===== src/rtl/core/hct_pkg.sv =====
// Shared types and constants of the handheld console timer.
// Used by hct_ctrl, hct_datapath and handheld_console_timer; depends on nothing.

package hct_pkg;

    // Item kinds.
    localparam logic [1:0] KIND_ADVANCE = 2'd0;
    localparam logic [1:0] KIND_READ    = 2'd1;
    localparam logic [1:0] KIND_WRITE   = 2'd2;

    // Register addresses on the bus.
    localparam logic [15:0] ADDR_DIV  = 16'hFF04;
    localparam logic [15:0] ADDR_TIMA = 16'hFF05;
    localparam logic [15:0] ADDR_TMA  = 16'hFF06;
    localparam logic [15:0] ADDR_TAC  = 16'hFF07;

    // Timer control fields.
    localparam int          TAC_START_BIT = 2;
    localparam logic [7:0]  TAC_READ_SET  = 8'hF8;

    // Rate codes in TAC bits 1..0.
    localparam logic [1:0] RATE_1024 = 2'd0;
    localparam logic [1:0] RATE_16   = 2'd1;
    localparam logic [1:0] RATE_64   = 2'd2;
    localparam logic [1:0] RATE_256  = 2'd3;

    // Timer prescaler and pending-increment widths.
    localparam int TPRE_W = 11;
    localparam int STEP_W = 7;

    typedef struct packed {
        logic accept;    // an item is taken this cycle
        logic step;      // run one iteration of the advance loops
        logic load_out;  // move the pending result into the output register
    } hct_cmd_t;

    typedef struct packed {
        logic div_busy;  // divider prescaler still holds a whole period
        logic tim_busy;  // TIMA increments still pending
    } hct_status_t;

endpackage


===== src/rtl/core/handheld_console_timer.sv =====
// Top level of the handheld console timer: controller plus datapath.
// Depends on hct_pkg, hct_ctrl and hct_datapath.

// The block models the DIV/TIMA timer of a handheld games console. Each item
// is a clock advance, a register read or a register write, and each gives
// exactly one result item. Items are handled one at a time: in_ready is high
// only while the controller is idle. A read, a write or an unused kind goes
// from idle straight to the done state, which moves its result into the output
// register once that register is free. An advance passes through the run
// state, where the divider prescaler subtracts one DIVIDER_PERIOD per cycle
// and TIMA handles one wrap or the last partial count per iteration (each
// wrap reloads from TMA, then counting carries on), both loops running side
// by side. With the default period the worst case is set by the TIMA loop
// with TMA at 0xFF and the RATE_16 setting. The next item is accepted while
// a finished result still waits in the output register for out_ready.

module handheld_console_timer
#(
    parameter int DIVIDER_PERIOD = 256
)
(
    input  logic        clk,
    input  logic        rst_n,
    input  logic        in_valid,
    output logic        in_ready,
    input  logic [1:0]  kind,
    input  logic [15:0] address,
    input  logic [7:0]  write_data,
    input  logic [7:0]  cycle_count,
    output logic        out_valid,
    input  logic        out_ready,
    output logic [7:0]  read_data,
    output logic        overflow_irq
);

    hct_pkg::hct_cmd_t    cmd;
    hct_pkg::hct_status_t status;

    // The controller decides when an item is taken, when the advance loops
    // iterate and when a result moves into the output register.
    hct_ctrl u_ctrl
    (
        .clk       (clk),
        .rst_n     (rst_n),
        .in_valid  (in_valid),
        .in_ready  (in_ready),
        .kind      (kind),
        .out_valid (out_valid),
        .out_ready (out_ready),
        .status    (status),
        .cmd       (cmd)
    );

    // The datapath holds all timer state and the output payload.
    hct_datapath #(
        .DIVIDER_PERIOD (DIVIDER_PERIOD)
    ) u_datapath
    (
        .clk          (clk),
        .rst_n        (rst_n),
        .cmd          (cmd),
        .status       (status),
        .kind         (kind),
        .address      (address),
        .write_data   (write_data),
        .cycle_count  (cycle_count),
        .read_data    (read_data),
        .overflow_irq (overflow_irq)
    );

endmodule


===== src/rtl/core/hct_ctrl.sv =====
// Controller of the handheld console timer: sequences accept, iterate and deliver.
// Depends on hct_pkg.

module hct_ctrl
(
    input  logic                 clk,
    input  logic                 rst_n,
    input  logic                 in_valid,
    output logic                 in_ready,
    input  logic [1:0]           kind,
    output logic                 out_valid,
    input  logic                 out_ready,
    input  hct_pkg::hct_status_t status,
    output hct_pkg::hct_cmd_t    cmd
);

    typedef enum logic [1:0] {
        S_IDLE,
        S_RUN,
        S_DONE
    } state_t;

    state_t state_reg;
    state_t state_next;
    logic   out_valid_reg;
    logic   out_valid_next;
    logic   out_free;

    assign in_ready  = (state_reg == S_IDLE);
    assign out_valid = out_valid_reg;
    assign out_free  = !out_valid_reg || out_ready;

    always_comb
    begin
        cmd.accept   = in_valid && in_ready;
        cmd.step     = (state_reg == S_RUN);
        cmd.load_out = (state_reg == S_DONE) && out_free;

        state_next     = state_reg;
        out_valid_next = out_valid_reg;
        if (out_valid_reg && out_ready)
        begin
            out_valid_next = 1'b0;
        end

        case (state_reg)
            S_IDLE:
            begin
                if (cmd.accept)
                begin
                    state_next = (kind == hct_pkg::KIND_ADVANCE) ? S_RUN : S_DONE;
                end
            end
            S_RUN:
            begin
                if (!status.div_busy && !status.tim_busy)
                begin
                    state_next = S_DONE;
                end
            end
            S_DONE:
            begin
                if (out_free)
                begin
                    out_valid_next = 1'b1;
                    state_next     = S_IDLE;
                end
            end
            default:
            begin
                state_next = S_IDLE;
            end
        endcase
    end

    always_ff @(posedge clk or negedge rst_n)
    begin
        if (!rst_n)
        begin
            state_reg     <= S_IDLE;
            out_valid_reg <= 1'b0;
        end
        else
        begin
            state_reg     <= state_next;
            out_valid_reg <= out_valid_next;
        end
    end

endmodule


===== src/rtl/core/hct_datapath.sv =====
// Datapath of the handheld console timer: DIV, TIMA, TMA, TAC, both prescalers,
// the iterative increment units and the result registers. Depends on hct_pkg.

module hct_datapath
#(
    parameter int DIVIDER_PERIOD = 256
)
(
    input  logic                 clk,
    input  logic                 rst_n,
    input  hct_pkg::hct_cmd_t    cmd,
    output hct_pkg::hct_status_t status,
    input  logic [1:0]           kind,
    input  logic [15:0]          address,
    input  logic [7:0]           write_data,
    input  logic [7:0]           cycle_count,
    output logic [7:0]           read_data,
    output logic                 overflow_irq
);

    localparam int DIV_PRE_W = $clog2(DIVIDER_PERIOD + 256);
    localparam logic [DIV_PRE_W-1:0] DIV_PERIOD_V = DIV_PRE_W'(DIVIDER_PERIOD);

    logic [7:0]                   div_count_reg;
    logic [DIV_PRE_W-1:0]         div_pre_reg;
    logic [7:0]                   tima_reg;
    logic [7:0]                   tma_reg;
    logic [7:0]                   tac_reg;
    logic [hct_pkg::TPRE_W-1:0]   tpre_reg;
    logic [hct_pkg::STEP_W-1:0]   steps_reg;
    logic [7:0]                   res_data_reg;
    logic                         irq_acc_reg;
    logic [7:0]                   read_data_reg;
    logic                         overflow_irq_reg;

    logic [7:0]                   rd_value;
    logic [DIV_PRE_W-1:0]         div_sum;
    logic [hct_pkg::TPRE_W-1:0]   tsum;
    logic [hct_pkg::STEP_W-1:0]   steps_start;
    logic [hct_pkg::TPRE_W-1:0]   trem;
    logic [8:0]                   gap;
    logic                         chunk_wrap;

    assign read_data    = read_data_reg;
    assign overflow_irq = overflow_irq_reg;

    assign status.div_busy = (div_pre_reg >= DIV_PERIOD_V);
    assign status.tim_busy = (steps_reg != '0);

    always_comb
    begin
        case (address)
            hct_pkg::ADDR_DIV:  rd_value = div_count_reg;
            hct_pkg::ADDR_TIMA: rd_value = tima_reg;
            hct_pkg::ADDR_TMA:  rd_value = tma_reg;
            hct_pkg::ADDR_TAC:  rd_value = tac_reg | hct_pkg::TAC_READ_SET;
            default:            rd_value = 8'd0;
        endcase
    end

    assign div_sum = div_pre_reg + DIV_PRE_W'(cycle_count);
    assign tsum    = tpre_reg + hct_pkg::TPRE_W'(cycle_count);

    // Timer periods are powers of two, so the whole periods held are a shift
    // and what is left over is a mask.
    always_comb
    begin
        case (tac_reg[1:0])
            hct_pkg::RATE_16:
            begin
                steps_start = tsum[10:4];
                trem        = {7'd0, tsum[3:0]};
            end
            hct_pkg::RATE_64:
            begin
                steps_start = {2'd0, tsum[10:6]};
                trem        = {5'd0, tsum[5:0]};
            end
            hct_pkg::RATE_256:
            begin
                steps_start = {4'd0, tsum[10:8]};
                trem        = {3'd0, tsum[7:0]};
            end
            default:
            begin
                steps_start = {6'd0, tsum[10]};
                trem        = {1'b0, tsum[9:0]};
            end
        endcase
    end

    // Increments left before TIMA wraps; a chunk either reaches the wrap or
    // finishes the pending count.
    assign gap        = 9'd256 - {1'b0, tima_reg};
    assign chunk_wrap = ({2'd0, steps_reg} >= gap);

    always_ff @(posedge clk or negedge rst_n)
    begin
        if (!rst_n)
        begin
            div_count_reg    <= '0;
            div_pre_reg      <= '0;
            tima_reg         <= '0;
            tma_reg          <= '0;
            tac_reg          <= '0;
            tpre_reg         <= '0;
            steps_reg        <= '0;
            res_data_reg     <= '0;
            irq_acc_reg      <= 1'b0;
            read_data_reg    <= '0;
            overflow_irq_reg <= 1'b0;
        end
        else
        begin
            if (cmd.accept)
            begin
                irq_acc_reg  <= 1'b0;
                res_data_reg <= (kind == hct_pkg::KIND_READ) ? rd_value : 8'd0;
                case (kind)
                    hct_pkg::KIND_ADVANCE:
                    begin
                        div_pre_reg <= div_sum;
                        if (tac_reg[hct_pkg::TAC_START_BIT])
                        begin
                            tpre_reg  <= trem;
                            steps_reg <= steps_start;
                        end
                    end
                    hct_pkg::KIND_WRITE:
                    begin
                        case (address)
                            hct_pkg::ADDR_DIV:  div_count_reg <= 8'd0;
                            hct_pkg::ADDR_TIMA: tima_reg      <= write_data;
                            hct_pkg::ADDR_TMA:  tma_reg       <= write_data;
                            hct_pkg::ADDR_TAC:  tac_reg       <= write_data;
                            default:            ;
                        endcase
                    end
                    default:
                    begin
                    end
                endcase
            end

            if (cmd.step)
            begin
                if (status.div_busy)
                begin
                    div_pre_reg   <= div_pre_reg - DIV_PERIOD_V;
                    div_count_reg <= div_count_reg + 8'd1;
                end
                if (status.tim_busy)
                begin
                    if (chunk_wrap)
                    begin
                        tima_reg    <= tma_reg;
                        steps_reg   <= steps_reg - gap[hct_pkg::STEP_W-1:0];
                        irq_acc_reg <= 1'b1;
                    end
                    else
                    begin
                        tima_reg  <= tima_reg + 8'(steps_reg);
                        steps_reg <= '0;
                    end
                end
            end

            if (cmd.load_out)
            begin
                read_data_reg    <= res_data_reg;
                overflow_irq_reg <= irq_acc_reg;
            end
        end
    end

endmodule

===== config.mk =====
export PLATFORM = sky130hd
export DESIGN_NAME = handheld_console_timer
export DESIGN_NICKNAME = d
export VERILOG_FILES = /design/src/rtl/core/hct_pkg.sv /design/src/rtl/core/handheld_console_timer.sv /design/src/rtl/core/hct_ctrl.sv /design/src/rtl/core/hct_datapath.sv
export SDC_FILE = /design/constraint.sdc
export NUM_CORES = 1
export LEC_CHECK = 0
export BUFFER_PORTS_ARGS = -buffer_cell sky130_fd_sc_hd__buf_4
export CAP_MARGIN = 20
export CORE_MARGIN = 3
export CORE_UTILIZATION = 30
export CTS_BUF_LIST = sky130_fd_sc_hd__clkbuf_8
export DETAILED_ROUTE_END_ITERATION = 12
export REMOVE_ABC_BUFFERS = 1
export SYNTH_ARGS = -nofsm -noshare
export SYNTH_HDL_FRONTEND = slang
export SYNTH_HIERARCHICAL = 1
export SYNTH_SLANG_ARGS = --single-unit

===== constraint.sdc =====
create_clock -name clk -period 3.2 [get_ports clk]
set_clock_uncertainty 0.05 [all_clocks]
set_input_delay 0.32 -clock clk [delete_from_list [all_inputs] [get_ports clk]]
set_output_delay 0.32 -clock clk [all_outputs]
set_load 0.005 [all_outputs]

==> out/results.tsv <==
stage	metric	value	unit
status	status	completed	
route	dr.pass1.iters	7	
power_and_ir_drop	ir_drop	0.000301	V
power_and_ir_drop	total_leakage_power	2.67	nW
clock_tree	ctsHoldBuffers	0	
clock_tree	clock-sinks	74	
synthesis	netlist.area_leader.share	37.1	%
clock_tree	numCtsBuffers	9	
flow_run	drv_cap	0	
route	post_drt_wl_per_cell	15.5	µm
die	placementRows	46	
setup_path	startpoint_type	flip-flop	
global_routing	grt_usage	13.8	%
clock_tree	clk_latency	370	ps
sta	hold_viol	0	
synthesis	synth.area.top_cells	dfrtp_1 37%, ha_1 8.0%, mux2_2 7.2%	
setup_path	critical_path_arrival	3190	ps
clock_tree	clkTransAtPathRegs	80	ps
global_routing	grt_pass1_wl	20400	µm
setup_path	crit_type	flip-flop to flip-flop	
sta	period_share	93.6	%
placed_design	hpwlAfterDp	9390	µm
synthesis	synth_area	5000	µm²
power_and_ir_drop	p_per_area	732	nW/µm²
setup_path	reg2reg_depth	9	
synthesis	synth_xor_area_share	4.03	%
synthesis	synth_ff_type	dfrtp_1	
synthesis	synth_mux_area_share	10.4	%
cells_and_area	nets	643	
route	top_layer_used	met4	
synthesis	syn_inst	517	
synthesis	synth.most_common_cell	dfrtp_1	
route	viasPerCell	5.29	
placed_design	port_buffers	48	
synthesis	ys_async_sr_fraction	100	%
sta	setup_viol	0	
route	wirelength	12200	µm
sta	fin_ws	206	ps
power_and_ir_drop	combinationalPowerShare	47.0	%
synthesis	synth_top_family_by_area	compound AO/OA/AOI/OAI gates	
min_path	min_path_type	input port to async pin	
global_routing	grt_pass1_vias	4140	
global_routing	antenna_found_initial	0	
setup_path	critPathRequiredTime	3400	ps
synthesis	synth_compound_area_share	19.9	%
route	vias	4182	
sta	rsz0062_at_grt	no	
synthesis	yosysUniqueCellTypes	69	
global_routing	grt_max_degree	75	
die	fp.dieH	135	µm
die	die_area	18200	µm²
global_routing	grt_overflow	0	
sta	fmax	0.334	GHz
clock_tree	cts_root_buf	clkbuf_8	
sta	min_period	2990	ps
die	dieWidth	135	µm
synthesis	avgSynthCellArea	9.67	µm²
route	drc	0	
cells_and_area	drive_gt1_share	21.3	%
placed_design	routabilityCongestion	0.894	
route	antenna_left	0	
sta	slew_headroom	36.4	%
route	wl_met2	5820	µm
clock_tree	cts_resized	0	
cells_and_area	largest_reg_flops	10	
die	start_util	31.0	%
route	wl_met3	590	µm
die	ios	49	
cells_and_area	diodes	0	
placed_design	post-place-ws	214	ps
clock_tree	cts_tree	done	
power_and_ir_drop	sequentialPowerShare	31.6	%
clock_tree	htree_num_levels	3	
sta	worst_pin_slew	954	ps
setup_path	critPathCaptureType	flip-flop	
route	drt-met1-wl	5500	µm
synthesis	synth_seq_cells	74	
synthesis	synth_fa_ha_area_share	9.61	%
power_and_ir_drop	switchingPower	1.68	mW
cells_and_area	fill_cells	1612	
synthesis	synth_top_area_cell	dfrtp_1	
power_and_ir_drop	p_sw_share	39.2	%
power_and_ir_drop	power.total	4.30	mW
die	core	16100	µm²
setup_path	crit_path_max_fanout	12	
cells_and_area	syn_to_final_growth	17.5	%
synthesis	yosysSeqAreaShare	37.1	%
sta	setup_tns	0	ps
sta	drv_slew	0	
power_and_ir_drop	p_int	2.62	mW
route	drtIter0Drc	274	
synthesis	synth-simple-area-share	14.9	%
synthesis	synth_edf_count	0	
clock_tree	post-cts-setup-buffers	0	
synthesis	ys_warn_count	6	
power_and_ir_drop	clkPwrFrac	21.4	%
synthesis	synth_commonest_cells	74 x dfrtp_1, 43 x nand2_1, 33 x inv_1	
clock_tree	max-clock-path-buffers	2	
worst max-delay path: stages, from the launching register on:
cell and delay, ps:
dfrtp_1 380, or4_4 580, nor2_1 140, xor2_1 160, ha_1 300, and4_1 180, a311oi_1 420, a211oi_4 110
buf_4 210, o31a_2 330
power groups by stage:
stage          Combinational, mW  Clock (mW)  Sequential [mW]
3_5_place_dp                2.01           0             1.37
4_1_cts                     2.03       0.939             1.36
2_1_floorplan               1.47           0             1.31
6_report                    2.02       0.918             1.36
3_3_place_gp                1.93           0             1.37
5_1_grt                     2.27       0.979             1.39
path summary, 6_finish.rpt:
kind	start	end	slack [ps]
max in group asynchronous	rst_n	u_datapath/res_data_reg[6]$_DFFE_PN0P_	2430
hold reg to reg	u_datapath/tpre_reg[4]$_DFFE_PN0P_	u_datapath/tpre_reg[4]$_DFFE_PN0P_	440
min in group clk	out_ready	u_ctrl/out_valid$_DFF_PN0_	110
setup / recovery	u_datapath/tima_reg[2]$_DFF_PN0_	u_datapath/tima_reg[6]$_DFF_PN0_	210
hold / removal	rst_n	u_datapath/div_pre_reg[0]$_DFFE_PN0P_	30
setup reg to reg	u_datapath/tima_reg[2]$_DFF_PN0_	u_datapath/tima_reg[6]$_DFF_PN0_	210
final cells by class:
class	instances	area, µm²	share of cell area [%]
Multi-Input combinational cell	394	2950	50.2
Timing Repair Buffer	57	428	7.29
Tap cell	216	270	4.60
Clock buffer	11	151	2.58
Inverter	33	124	2.11
Sequential cell	74	1850	31.5
Clock inverter	5	100	1.71
metrics by stage:
| stage | cell area (µm²) | instances | hold slack (ps) | util [%] |
|---|---|---|---|---|
| after floorplan | 4920 | 501 | -25.6 | - |
| after global placement | 5620 | 774 | 417 | 34.9 |
| after detailed placement | 5620 | 774 | 424 | 34.9 |
| after CTS | 5870 | 790 | 66.3 | 36.4 |
| after global routing | 5870 | 790 | 99.4 | 36.4 |
| final | 5870 | 790 | 29.0 | 36.4 |
layout by cell type, fill, tap and decap left out, drive strengths merged, types with 9 or more instances in the layout:
cell type	instances
mux2	32
nor2	32
nand2	43
clkbuf	11
mux2i	9
a21o	9
inv	33
dfrtp	74
nand3	9
xnor2	13
buf	57
xor2	10
o21ai	33
nor3	13
a21oi	25
o22ai	20
a211oi	9
ha	32
kinds of logic (layout without fill, tap and decap cells):
logic type	Yosys count	after routing
AOI/OAI and AO/OA	148	148
and+or+nand+nor	143	143
DFF	74	74
buffers and inverters	49	106
muxes	44	44
adders and majority gates	36	36
xor gates and xnor gates	23	23
metal layers:
metal	global-route usage, %	vias up
met5	0	-
met2	22.6	114
met4	6.16	0
met3	2.57	26
li1	-	2019
met1	17.7	2023
(Power assumes the default switching activity.)
